==> src/hw/rtl/lagc_pkg.sv <==
// Shared types, constants and helpers for the table-driven gain controller.
// Used by lagc_step, lagc_ctrl and lut_agc_gain_controller_core; no dependencies.

package lagc_pkg;

  // Stream payload widths (fields packed from bit 0, padded to whole bytes)
  localparam int IN_TDATA_W  = 72;
  localparam int OUT_TDATA_W = 80;
  localparam int CMD_W       = 2;

  // Settle counter width covers the allowed settle lengths of one to three ticks
  localparam int SETTLE_W              = 2;
  localparam int SETTLE_COUNT_DEFAULT  = 1;

  // Command codes carried on tuser
  localparam logic [CMD_W-1:0] CMD_TICK    = 2'd0;
  localparam logic [CMD_W-1:0] CMD_SYNC    = 2'd1;
  localparam logic [CMD_W-1:0] CMD_RESTART = 2'd2;

  typedef enum logic [1:0] {
    MODE_HOLD   = 2'd0,
    MODE_SETTLE = 2'd1,
    MODE_SEEK   = 2'd2
  } mode_t;

  // Gain range
  localparam logic [7:0] GAIN_MIN           = 8'd2;
  localparam logic [7:0] GAIN_LIMIT_DEFAULT = 8'd81;

  // Carrier loss detection
  localparam logic [7:0]  QUAL_NO_CARRIER = 8'd18;
  localparam logic [9:0]  ORIGIN_LOST     = 10'd650;
  localparam logic [7:0]  LOST_TICKS      = 8'd3;

  // Deadband on the clamped power median
  localparam logic [14:0] BAND_LO   = 15'd19;
  localparam logic [14:0] BAND_HI   = 15'd25;
  localparam logic [9:0]  CLIP_BAND = 10'd20;

  // Trim learning at the end of a settle wait
  localparam logic [14:0]       TRIM_LOW_P  = 15'd16;
  localparam logic [14:0]       TRIM_HIGH_P = 15'd28;
  localparam logic signed [3:0] TRIM_MAX    = 4'sd4;
  localparam logic signed [3:0] TRIM_MIN    = -4'sd4;

  // Emergency cuts
  localparam logic [14:0]       CUT_HARD_P = 15'd44;
  localparam logic [14:0]       CUT_SOFT_P = 15'd35;
  localparam logic [9:0]        CLIP_CUT   = 10'd80;
  localparam logic signed [5:0] CUT_HARD   = -6'sd14;
  localparam logic signed [5:0] CUT_SOFT   = -6'sd8;

  // Correction table and classification
  localparam int               LUT_DEPTH  = 46;
  localparam logic [14:0]      LUT_LAST   = 15'd45;
  localparam logic [7:0]       QUAL_AUTH  = 8'd50;
  localparam logic [9:0]       ORIGIN_AUTH = 10'd350;
  localparam logic signed [7:0] RSSI_MIN  = -8'sd100;
  localparam logic signed [7:0] RSSI_MAX  = -8'sd10;

  // Level estimate: base level plus gain minus distance from band centre
  localparam logic signed [17:0] EST_BASE    = -18'sd90;
  localparam logic signed [17:0] BAND_CENTRE = 18'sd22;
  localparam logic signed [17:0] EST_MAX     = 18'sd32767;
  localparam logic signed [15:0] LEVEL_RESET = -16'sd127;

  // Slew limits while tracking
  localparam logic [14:0]        SLEW_P    = 15'd8;
  localparam logic signed [10:0] SLEW_UP   = 11'sd4;
  localparam logic signed [10:0] SLEW_DOWN = -11'sd6;

  localparam logic signed [5:0] LUT_DELTA [LUT_DEPTH] = '{
    6'sd0,  6'sd16, 6'sd13, 6'sd11, 6'sd9,  6'sd8,  6'sd7,  6'sd6,  6'sd5,  6'sd5,
    6'sd4,  6'sd4,  6'sd3,  6'sd3,  6'sd2,  6'sd2,  6'sd2,  6'sd1,  6'sd1,  6'sd0,
    6'sd0,  6'sd0,  6'sd0,  6'sd0,  6'sd0,  6'sd0,  -6'sd1, -6'sd1, -6'sd1, -6'sd1,
    -6'sd2, -6'sd2, -6'sd2, -6'sd2, -6'sd2, -6'sd2, -6'sd3, -6'sd3, -6'sd3, -6'sd3,
    -6'sd3, -6'sd3, -6'sd3, -6'sd4, -6'sd4, -6'sd4
  };

  typedef struct packed {
    logic [CMD_W-1:0]    command;
    logic signed [15:0]  power_median;
    logic [7:0]          phase_quality;
    logic [9:0]          origin_rate;
    logic [9:0]          clip_rate;
    logic [7:0]          fallback_gain;
    logic                rssi_ok;
    logic signed [7:0]   rssi_level;
    logic [7:0]          gain_value;
  } item_t;

  typedef struct packed {
    logic [7:0]          gain;
    logic [7:0]          goal_gain;
    logic [1:0]          mode;
    logic signed [5:0]   last_step;
    logic signed [3:0]   trim;
    logic signed [15:0]  input_estimate;
    logic [15:0]         write_count;
    logic [15:0]         hold_entry_count;
  } result_t;

  typedef struct packed {
    logic [7:0]          cur_gain;
    logic [7:0]          tgt_gain;
    mode_t               mode;
    logic [SETTLE_W-1:0] settle_left;
    logic signed [3:0]   cal_trim;
    logic [7:0]          lost_count;
    logic [15:0]         hold_run;
    logic signed [5:0]   step_taken;
    logic signed [15:0]  level_est;
    logic [15:0]         writes_done;
    logic [15:0]         holds_reached;
  } state_t;

  // Clamp a requested gain to GAIN_MIN..hi; below GAIN_MIN always wins
  function automatic logic [7:0] limit_gain(input logic signed [10:0] g,
                                            input logic [7:0] hi);
    logic signed [10:0] hi_s;
    hi_s = signed'({3'b000, hi});
    if (g < signed'({3'b000, GAIN_MIN})) begin
      return GAIN_MIN;
    end else if (g > hi_s) begin
      return hi;
    end else begin
      return g[7:0];
    end
  endfunction

endpackage

==> src/hw/rtl/lut_agc_gain_controller_core.sv <==
// Top level of the table-driven gain controller: stream ports, input and
// result registers, gain limit register. Depends on lagc_pkg and lagc_ctrl.

// While the output is not stalled the block takes one command per clock cycle;
// it returns exactly one result per command: the command is captured in an
// input register, the whole tick, sync or restart decision is made in one pass
// of logic against the held controller state, and the result lands in an output
// register together with the state update. With the output free, s_tready stays
// high and a command may follow in every cycle; a stalled output holds one
// result and one waiting command. The gain limit is written through cfg_we and
// cfg_wdata (zero selects a limit of 81) and should only change while idle.

module lut_agc_gain_controller_core import lagc_pkg::*; #(
  parameter int SETTLE_COUNT = SETTLE_COUNT_DEFAULT
) (
  input  logic                   clk,
  input  logic                   rst,
  input  logic                   cfg_we,
  input  logic [7:0]             cfg_wdata,     // highest gain index, zero for default
  input  logic                   s_tvalid,
  output logic                   s_tready,
  // from bit 0: power_median[16], phase_quality[8], origin_rate[10],
  // clip_rate[10], fallback_gain[8], rssi_ok[1], rssi_level[8],
  // gain_value[8], zero padding[3]
  input  logic [IN_TDATA_W-1:0]  s_tdata,
  input  logic [CMD_W-1:0]       s_tuser,       // command
  output logic                   m_tvalid,
  input  logic                   m_tready,
  // from bit 0: gain[8], goal_gain[8], mode[2], last_step[6], trim[4],
  // input_estimate[16], write_count[16], hold_entry_count[16], zero padding[4]
  output logic [OUT_TDATA_W-1:0] m_tdata
);

  logic       cap_set;
  logic [7:0] gain_cap;
  logic [7:0] gain_limit;
  logic       in_valid;
  item_t      in_item;
  item_t      s_item;
  logic       advance;
  logic       fire;
  result_t    res_next;
  result_t    out_res;
  logic       out_valid;

  // Hold the gain limit register
  always_ff @(posedge clk) begin
    if (rst) begin
      gain_cap <= '0;
    end else if (cfg_we) begin
      gain_cap <= cfg_wdata;
    end
  end

  assign cap_set    = (gain_cap != '0);
  assign gain_limit = cap_set ? gain_cap : GAIN_LIMIT_DEFAULT;

  // Unpack the incoming transaction
  always_comb begin
    s_item.command       = s_tuser;
    s_item.power_median  = s_tdata[15:0];
    s_item.phase_quality = s_tdata[23:16];
    s_item.origin_rate   = s_tdata[33:24];
    s_item.clip_rate     = s_tdata[43:34];
    s_item.fallback_gain = s_tdata[51:44];
    s_item.rssi_ok       = s_tdata[52];
    s_item.rssi_level    = s_tdata[60:53];
    s_item.gain_value    = s_tdata[68:61];
  end

  // Stage handshake: the input register drains whenever the output can take a result
  assign advance  = !out_valid || m_tready;
  assign fire     = in_valid && advance;
  assign s_tready = !in_valid || advance;

  // Capture a command into the input register
  always_ff @(posedge clk) begin
    if (rst) begin
      in_valid <= 1'b0;
    end else if (s_tready) begin
      in_valid <= s_tvalid;
    end
  end

  always_ff @(posedge clk) begin
    if (s_tready && s_tvalid) begin
      in_item <= s_item;
    end
  end

  lagc_ctrl #(
    .SETTLE_COUNT (SETTLE_COUNT)
  ) u_ctrl (
    .clk        (clk),
    .rst        (rst),
    .fire       (fire),
    .item       (in_item),
    .gain_limit (gain_limit),
    .res_next   (res_next)
  );

  // Load the result register; hold it while the output stalls
  always_ff @(posedge clk) begin
    if (rst) begin
      out_valid <= 1'b0;
    end else if (advance) begin
      out_valid <= in_valid;
    end
  end

  always_ff @(posedge clk) begin
    if (fire) begin
      out_res <= res_next;
    end
  end

  assign m_tvalid = out_valid;
  assign m_tdata  = {4'b0000, out_res.hold_entry_count, out_res.write_count,
                     out_res.input_estimate, out_res.trim, out_res.last_step,
                     out_res.mode, out_res.goal_gain, out_res.gain};

endmodule

==> src/hw/rtl/lagc_step.sv <==
// Single-pass decision logic: next controller state for one command.
// Depends on lagc_pkg; purely combinational, used inside lagc_ctrl.

module lagc_step import lagc_pkg::*; #(
  parameter int SETTLE_COUNT = SETTLE_COUNT_DEFAULT
) (
  input  state_t     st,
  input  item_t      item,
  input  logic [7:0] gain_limit,
  output state_t     nx
);

  localparam logic [SETTLE_W-1:0] SETTLE_LOAD = SETTLE_W'(SETTLE_COUNT);

  logic [14:0]         p;
  logic signed [10:0]  cur_s;
  logic                carrier_lost;
  logic                in_band;
  logic [7:0]          lost_inc;
  logic [15:0]         hold_inc;
  logic [SETTLE_W-1:0] settle_dec;
  logic                cut_req;
  logic signed [5:0]   cut_amt;
  logic [7:0]          cut_next;
  logic [5:0]          lut_idx;
  logic signed [6:0]   delta_w;
  logic signed [5:0]   delta;
  logic                authentic;
  logic                rssi_use;
  logic signed [17:0]  est_raw;
  logic signed [15:0]  est_sat;
  logic [7:0]          desired;
  logic signed [10:0]  step_raw;
  logic signed [10:0]  step_lim;
  logic [7:0]          track_next;
  logic [7:0]          sync_gain;

  // Decode the tick observation
  always_comb begin
    p            = item.power_median[15] ? '0 : item.power_median[14:0];
    cur_s        = signed'({3'b000, st.cur_gain});
    carrier_lost = (item.phase_quality < QUAL_NO_CARRIER) &&
                   (item.origin_rate >= ORIGIN_LOST);
    in_band      = (p >= BAND_LO) && (p <= BAND_HI) && (item.clip_rate < CLIP_BAND);
    lost_inc     = (st.lost_count != 8'hFF) ? st.lost_count + 8'd1 : st.lost_count;
    hold_inc     = (st.hold_run != 16'hFFFF) ? st.hold_run + 16'd1 : st.hold_run;
    settle_dec   = st.settle_left - SETTLE_W'(1);
    authentic    = (item.phase_quality >= QUAL_AUTH) &&
                   (item.origin_rate <= ORIGIN_AUTH);
    rssi_use     = item.rssi_ok && (item.rssi_level >= RSSI_MIN) &&
                   (item.rssi_level <= RSSI_MAX) && authentic;
    sync_gain    = limit_gain(signed'({3'b000, item.gain_value}), gain_limit);
  end

  // Emergency cut candidate
  always_comb begin
    cut_req  = (p > CUT_HARD_P) ||
               ((item.clip_rate >= CLIP_CUT) && (p > CUT_SOFT_P));
    cut_amt  = (p > CUT_HARD_P) ? CUT_HARD : CUT_SOFT;
    cut_next = limit_gain(cur_s + {{5{cut_amt[5]}}, cut_amt}, gain_limit);
  end

  // Table correction, level estimate and slew limiting
  always_comb begin
    lut_idx    = (p > LUT_LAST) ? LUT_LAST[5:0] : p[5:0];
    delta_w    = {LUT_DELTA[lut_idx][5], LUT_DELTA[lut_idx]} +
                 {{3{st.cal_trim[3]}}, st.cal_trim};
    delta      = delta_w[5:0];
    est_raw    = signed'({3'b000, p}) + signed'({10'b0, st.cur_gain}) + EST_BASE - BAND_CENTRE;
    est_sat    = (est_raw > EST_MAX) ? EST_MAX[15:0] : est_raw[15:0];
    desired    = limit_gain(cur_s + {{5{delta[5]}}, delta}, gain_limit);
    step_raw   = signed'({3'b000, desired}) - cur_s;
    step_lim   = step_raw;
    if ((p >= SLEW_P) || authentic || (st.hold_run != '0)) begin
      if (step_raw > SLEW_UP) begin
        step_lim = SLEW_UP;
      end else if (step_raw < SLEW_DOWN) begin
        step_lim = SLEW_DOWN;
      end
    end
    track_next = limit_gain(cur_s + step_lim, gain_limit);
  end

  // Next state
  always_comb begin
    nx = st;
    case (item.command)
      CMD_TICK: begin
        if (carrier_lost) begin
          nx.lost_count  = lost_inc;
          nx.cal_trim    = '0;
          nx.settle_left = '0;
          nx.mode        = MODE_SEEK;
          if ((lost_inc >= LOST_TICKS) && (item.fallback_gain != '0)) begin
            nx.cur_gain = limit_gain(signed'({3'b000, item.fallback_gain}), gain_limit);
            nx.tgt_gain = nx.cur_gain;
          end
        end else begin
          nx.lost_count = '0;
          if (st.settle_left != '0) begin
            // Count down the settle wait and learn the trim at its end
            nx.settle_left = settle_dec;
            if (settle_dec == '0) begin
              if (in_band) begin
                nx.mode          = MODE_HOLD;
                nx.hold_run      = 16'd1;
                nx.holds_reached = st.holds_reached + 16'd1;
              end else if ((p < TRIM_LOW_P) && (st.cal_trim < TRIM_MAX)) begin
                nx.cal_trim = st.cal_trim + 4'sd1;
                nx.mode     = MODE_SEEK;
              end else if ((p > TRIM_HIGH_P) && (st.cal_trim > TRIM_MIN)) begin
                nx.cal_trim = st.cal_trim - 4'sd1;
                nx.mode     = MODE_SEEK;
              end else begin
                nx.mode = MODE_HOLD;
              end
            end
          end else if (in_band) begin
            nx.mode     = MODE_HOLD;
            nx.hold_run = hold_inc;
          end else if (cut_req && (cut_next != st.cur_gain)) begin
            nx.cur_gain    = cut_next;
            nx.tgt_gain    = cut_next;
            nx.settle_left = SETTLE_LOAD;
            nx.mode        = MODE_SETTLE;
            nx.step_taken  = cut_amt;
            nx.writes_done = st.writes_done + 16'd1;
          end else begin
            // Track with the table correction
            nx.level_est  = rssi_use ? 16'(item.rssi_level) : est_sat;
            nx.step_taken = delta;
            if (delta != '0) begin
              nx.tgt_gain = desired;
            end
            if ((delta != '0) && (track_next != st.cur_gain)) begin
              nx.cur_gain    = track_next;
              nx.settle_left = SETTLE_LOAD;
              nx.mode        = MODE_SETTLE;
              nx.hold_run    = '0;
              nx.writes_done = st.writes_done + 16'd1;
            end else begin
              nx.mode     = MODE_HOLD;
              nx.hold_run = hold_inc;
            end
          end
        end
      end
      CMD_SYNC: begin
        if (sync_gain != st.cur_gain) begin
          nx.cur_gain    = sync_gain;
          nx.tgt_gain    = sync_gain;
          nx.settle_left = SETTLE_LOAD;
          nx.mode        = MODE_SETTLE;
        end
      end
      CMD_RESTART: begin
        nx.cur_gain      = sync_gain;
        nx.tgt_gain      = sync_gain;
        nx.mode          = MODE_SEEK;
        nx.settle_left   = '0;
        nx.cal_trim      = '0;
        nx.lost_count    = '0;
        nx.hold_run      = '0;
        nx.step_taken    = '0;
        nx.level_est     = LEVEL_RESET;
        nx.writes_done   = '0;
        nx.holds_reached = '0;
      end
      default: begin
        nx = st;
      end
    endcase
  end

endmodule

==> src/hw/rtl/lagc_ctrl.sv <==
// Controller state registers and result formation around lagc_step.
// Depends on lagc_pkg and lagc_step.

module lagc_ctrl import lagc_pkg::*; #(
  parameter int SETTLE_COUNT = SETTLE_COUNT_DEFAULT
) (
  input  logic       clk,
  input  logic       rst,
  input  logic       fire,
  input  item_t      item,
  input  logic [7:0] gain_limit,
  output result_t    res_next
);

  state_t st;
  state_t st_next;

  lagc_step #(
    .SETTLE_COUNT (SETTLE_COUNT)
  ) u_step (
    .st         (st),
    .item       (item),
    .gain_limit (gain_limit),
    .nx         (st_next)
  );

  // Advance the state on each processed transaction
  always_ff @(posedge clk) begin
    if (rst) begin
      st.cur_gain      <= GAIN_MIN;
      st.tgt_gain      <= GAIN_MIN;
      st.mode          <= MODE_SEEK;
      st.settle_left   <= '0;
      st.cal_trim      <= '0;
      st.lost_count    <= '0;
      st.hold_run      <= '0;
      st.step_taken    <= '0;
      st.level_est     <= LEVEL_RESET;
      st.writes_done   <= '0;
      st.holds_reached <= '0;
    end else if (fire) begin
      st <= st_next;
    end
  end

  // Report the state after this command
  always_comb begin
    res_next.gain             = st_next.cur_gain;
    res_next.goal_gain        = st_next.tgt_gain;
    res_next.mode             = st_next.mode;
    res_next.last_step        = st_next.step_taken;
    res_next.trim             = st_next.cal_trim;
    res_next.input_estimate   = st_next.level_est;
    res_next.write_count      = st_next.writes_done;
    res_next.hold_entry_count = st_next.holds_reached;
  end

  a_gain_nonzero : assert property (@(posedge clk) disable iff (rst)
    st.cur_gain != '0)
    else $error("current gain reached zero");

  a_trim_range : assert property (@(posedge clk) disable iff (rst)
    (st.cal_trim >= TRIM_MIN) && (st.cal_trim <= TRIM_MAX))
    else $error("trim outside its learning range");

  a_settle_bound : assert property (@(posedge clk) disable iff (rst)
    st.settle_left <= SETTLE_W'(SETTLE_COUNT))
    else $error("settle counter above its load value");

  a_settle_mode : assert property (@(posedge clk) disable iff (rst)
    (st.settle_left != '0) == (st.mode == MODE_SETTLE))
    else $error("settle mode and settle counter disagree");

  a_state_hold : assert property (@(posedge clk) disable iff (rst)
    !fire |=> $stable(st))
    else $error("state changed without a transaction");

endmodule

==> config.mk <==
export PLATFORM = sky130hd
export DESIGN_NAME = lut_agc_gain_controller_core
export DESIGN_NICKNAME = d
export VERILOG_FILES = /design/src/hw/rtl/lagc_pkg.sv /design/src/hw/rtl/lut_agc_gain_controller_core.sv /design/src/hw/rtl/lagc_step.sv /design/src/hw/rtl/lagc_ctrl.sv
export SDC_FILE = /design/constraint.sdc
export NUM_CORES = 1
export LEC_CHECK = 0
export BUFFER_PORTS_ARGS = -buffer_cell sky130_fd_sc_hd__buf_2
export CAP_MARGIN = 30
export CORE_MARGIN = 4
export CORE_UTILIZATION = 35
export CTS_CLUSTER_DIAMETER = 200
export DETAILED_ROUTE_END_ITERATION = 16
export SYNTH_ARGS = -nofsm -noshare
export SYNTH_HDL_FRONTEND = slang
export SYNTH_HIERARCHICAL = 1
export SYNTH_SLANG_ARGS = --single-unit
==> constraint.sdc <==
create_clock -name clk -period 37.5 [get_ports clk]
set_input_delay 7.5 -clock clk [delete_from_list [all_inputs] [get_ports clk]]
set_output_delay 7.5 -clock clk [all_outputs]
set_load 0.005 [all_outputs]
==> results.yml <==
route:
  finalWirelength_um: 57530
  drc_errors: 0
  vias_per_cell: 5.761
  drt_iter0_drc: 1842
  firstDrtPassIters: 6
  via_count: 16450
  antenna_left: 0
  wl_per_cell_um: 20.14
worst_setup_path:
  path_common_cell: "ha_1"
  required_ns: 38.02
  path_max_fanout: 29
  cp-startpoint: "in_item[68]$_DFFE_PP_"
  endpoint_kind: "flop"
  crit_slowest_cell: "edfxtp_1"
  slowest_delay_ns: 0.89
  cp_data_arrival_time_ns: 19.15
  start_kind: "flop"
  r2r-start: "in_item[68]$_DFFE_PP_"
  path_class: "reg -> reg"
timing:
  slew_violations: 0
  hold_viol_final: 0
  final.setup.tns_ns: 0
  worst_pin_slew_ns: 1.275
  rsz0062_at_grt: "no"
  setup_viol: 0
  fin_crit_sh_pct: 49.70
  min_period_ns: 18.64
  max-slew-margin-rel_pct: 12.80
  max_freq_mhz: 53.66
  clock_skew_ns: 0.03379
  holdWs_ns: 0.4754
placement:
  placed_area_um2: 19290
  io_buffer_count: 158
  place_congestion: 0.9696
  dp_hpwl_um: 42530
clocking:
  htree_num_levels: 1
  hold_buffers: 0
  cts_sinks: 256
  post_cts_resized: 0
  insertion_delay_ns: 0.61
  post_cts_buffers: 0
  cts_tree: "done"
  clkTransAtPathRegs_ns: 0.06
  cts.path.max_buffers: 3
  cts_buffers: 31
  cts-root-buf: "clkbuf_16"
die:
  num_rows: 82
  io_pins: 169
  die_h_um: 234.6
  die-area_um2: 55030
  die_x_um: 234.6
  start_util_pct: 35.60
  fp.coreArea_um2: 50480
final_layout:
  fillers: 5047
  final_cell_area_um2: 20330
  final_layout_size_suffix_gt1_share_pct: 13.70
  seq_area_um2: 6566
  finalNetCount: 2342
  multi_input_area_um2: 10530
  area_growth_pct: 13.10
  utilization_pct: 40.27
worst_hold_path:
  hold_class: "reg -> reg"
  worstHoldStart: "in_valid$_SDFFE_PP0P_"
synth:
  syn_avg_cell_area_um2: 8.853
  synth_area_um2: 17970
  yosys_warnings: 6
  synth_cells: 2030
grt:
  grt_first_pass_wirelength_um: 87710
  antenna_found_initial: 1
  grt_use_total_pct: 20.13
  grt-ovfl-total: 0
  grt_max_degree: 80
  first_global_vias: 15270
power_and_ir_drop:
  finalPower_w: 0.001125
  peakVddDrop_mv: 0.03210
  leakagePower_nw: 7.764
  powerDensity_nw_per_um2: 55.34
outcome:
  status: "complete, no violations"
flow_run:
  cap_violations: 0
critical path, delay by kind of cell (launching register included):
family	cells	cell delay, ns
AOI/OAI and AO/OA	33	7.56
muxes	1	0.12
xor gates and xnor gates	3	0.70
DFF	1	0.89
and+or+nand+nor	18	6.01
adders and majority gates	10	3.19
buffers and inverters	1	0.05
final cells by class:
cell class                 count  area share [%]
clock inverter                23          0.8187
tap                          672           4.137
multi-input combinational   1592           51.78
clock buffer                  35           4.044
sequential                   256           32.31
inverter                      85           1.570
antenna                        1         0.01231
timing repair buffer         192           5.331
path summary, 6_finish.rpt:
kind,to,slack [ns],cells past startpoint
worst max-delay path,u_ctrl/st[28]$_SDFFE_PP0P_,18.86,66
worst min-delay path,m_tvalid$_SDFFE_PP0P_,0.48,2
worst max register to register,u_ctrl/st[28]$_SDFFE_PP0P_,18.86,66
worst min register to register,m_tvalid$_SDFFE_PP0P_,0.48,2
layer usage:
metal	part of all wire (%)	up-vias	track usage, %
met5	0	-	0
met1	44	7887	28.24
met4	2.5	0	5.537
li1	-	7798	-
met2	45	662	32.19
met3	7.8	106	3.376
registers in the layout, summed over array words and instances, names as in the netlist:
name       cells
in_item       68
gain_cap       8
u_ctrl/st    102
m_tvalid       1
in_valid       1
m_tdata       76
cell usage in the layout (no fill, tap or decap), drive strengths merged, types with 15 or more instances in the layout:
| cell type | count |
|---|---|
| dfxtp | 112 |
| nand3 | 68 |
| a21oi | 175 |
| nor2b | 43 |
| and3 | 18 |
| ha | 92 |
| o21a | 27 |
| nor2 | 252 |
| edfxtp | 144 |
| o21ai | 124 |
| a211o | 19 |
| inv | 84 |
| o22ai | 16 |
| clkinv | 20 |
| buf | 192 |
| a211oi | 21 |
| nand2 | 133 |
| clkbuf | 35 |
| xnor2 | 52 |
| nand2b | 21 |
| a22oi | 22 |
| o31ai | 16 |
| nor4 | 15 |
| xor2 | 23 |
| a21o | 24 |
| nand4 | 27 |
| mux2i | 111 |
| o211ai | 17 |
| or4 | 17 |
| or3 | 21 |
| nor3 | 55 |
power breakdown:
part	internal (W)	leakage, nW	total, W	switching [W]
Clock	0.000165	0.490	0.000291	0.000126
Combinational	0.000187	5.00	0.000512	0.000325
Sequential	0.000313	2.27	0.000322	0.00000916
Total	0.000665	7.76	0.00112	0.000460
metrics by stage:
step           setup WS [ns]  std cells
2_1_floorplan          22.33       2033
3_3_place_gp           19.64       2791
3_5_place_dp           19.37       2794
4_1_cts                19.30       2852
5_1_grt                17.74       2855
6_report               18.86       2856
Note: power is estimated with default switching activity, not from simulation.
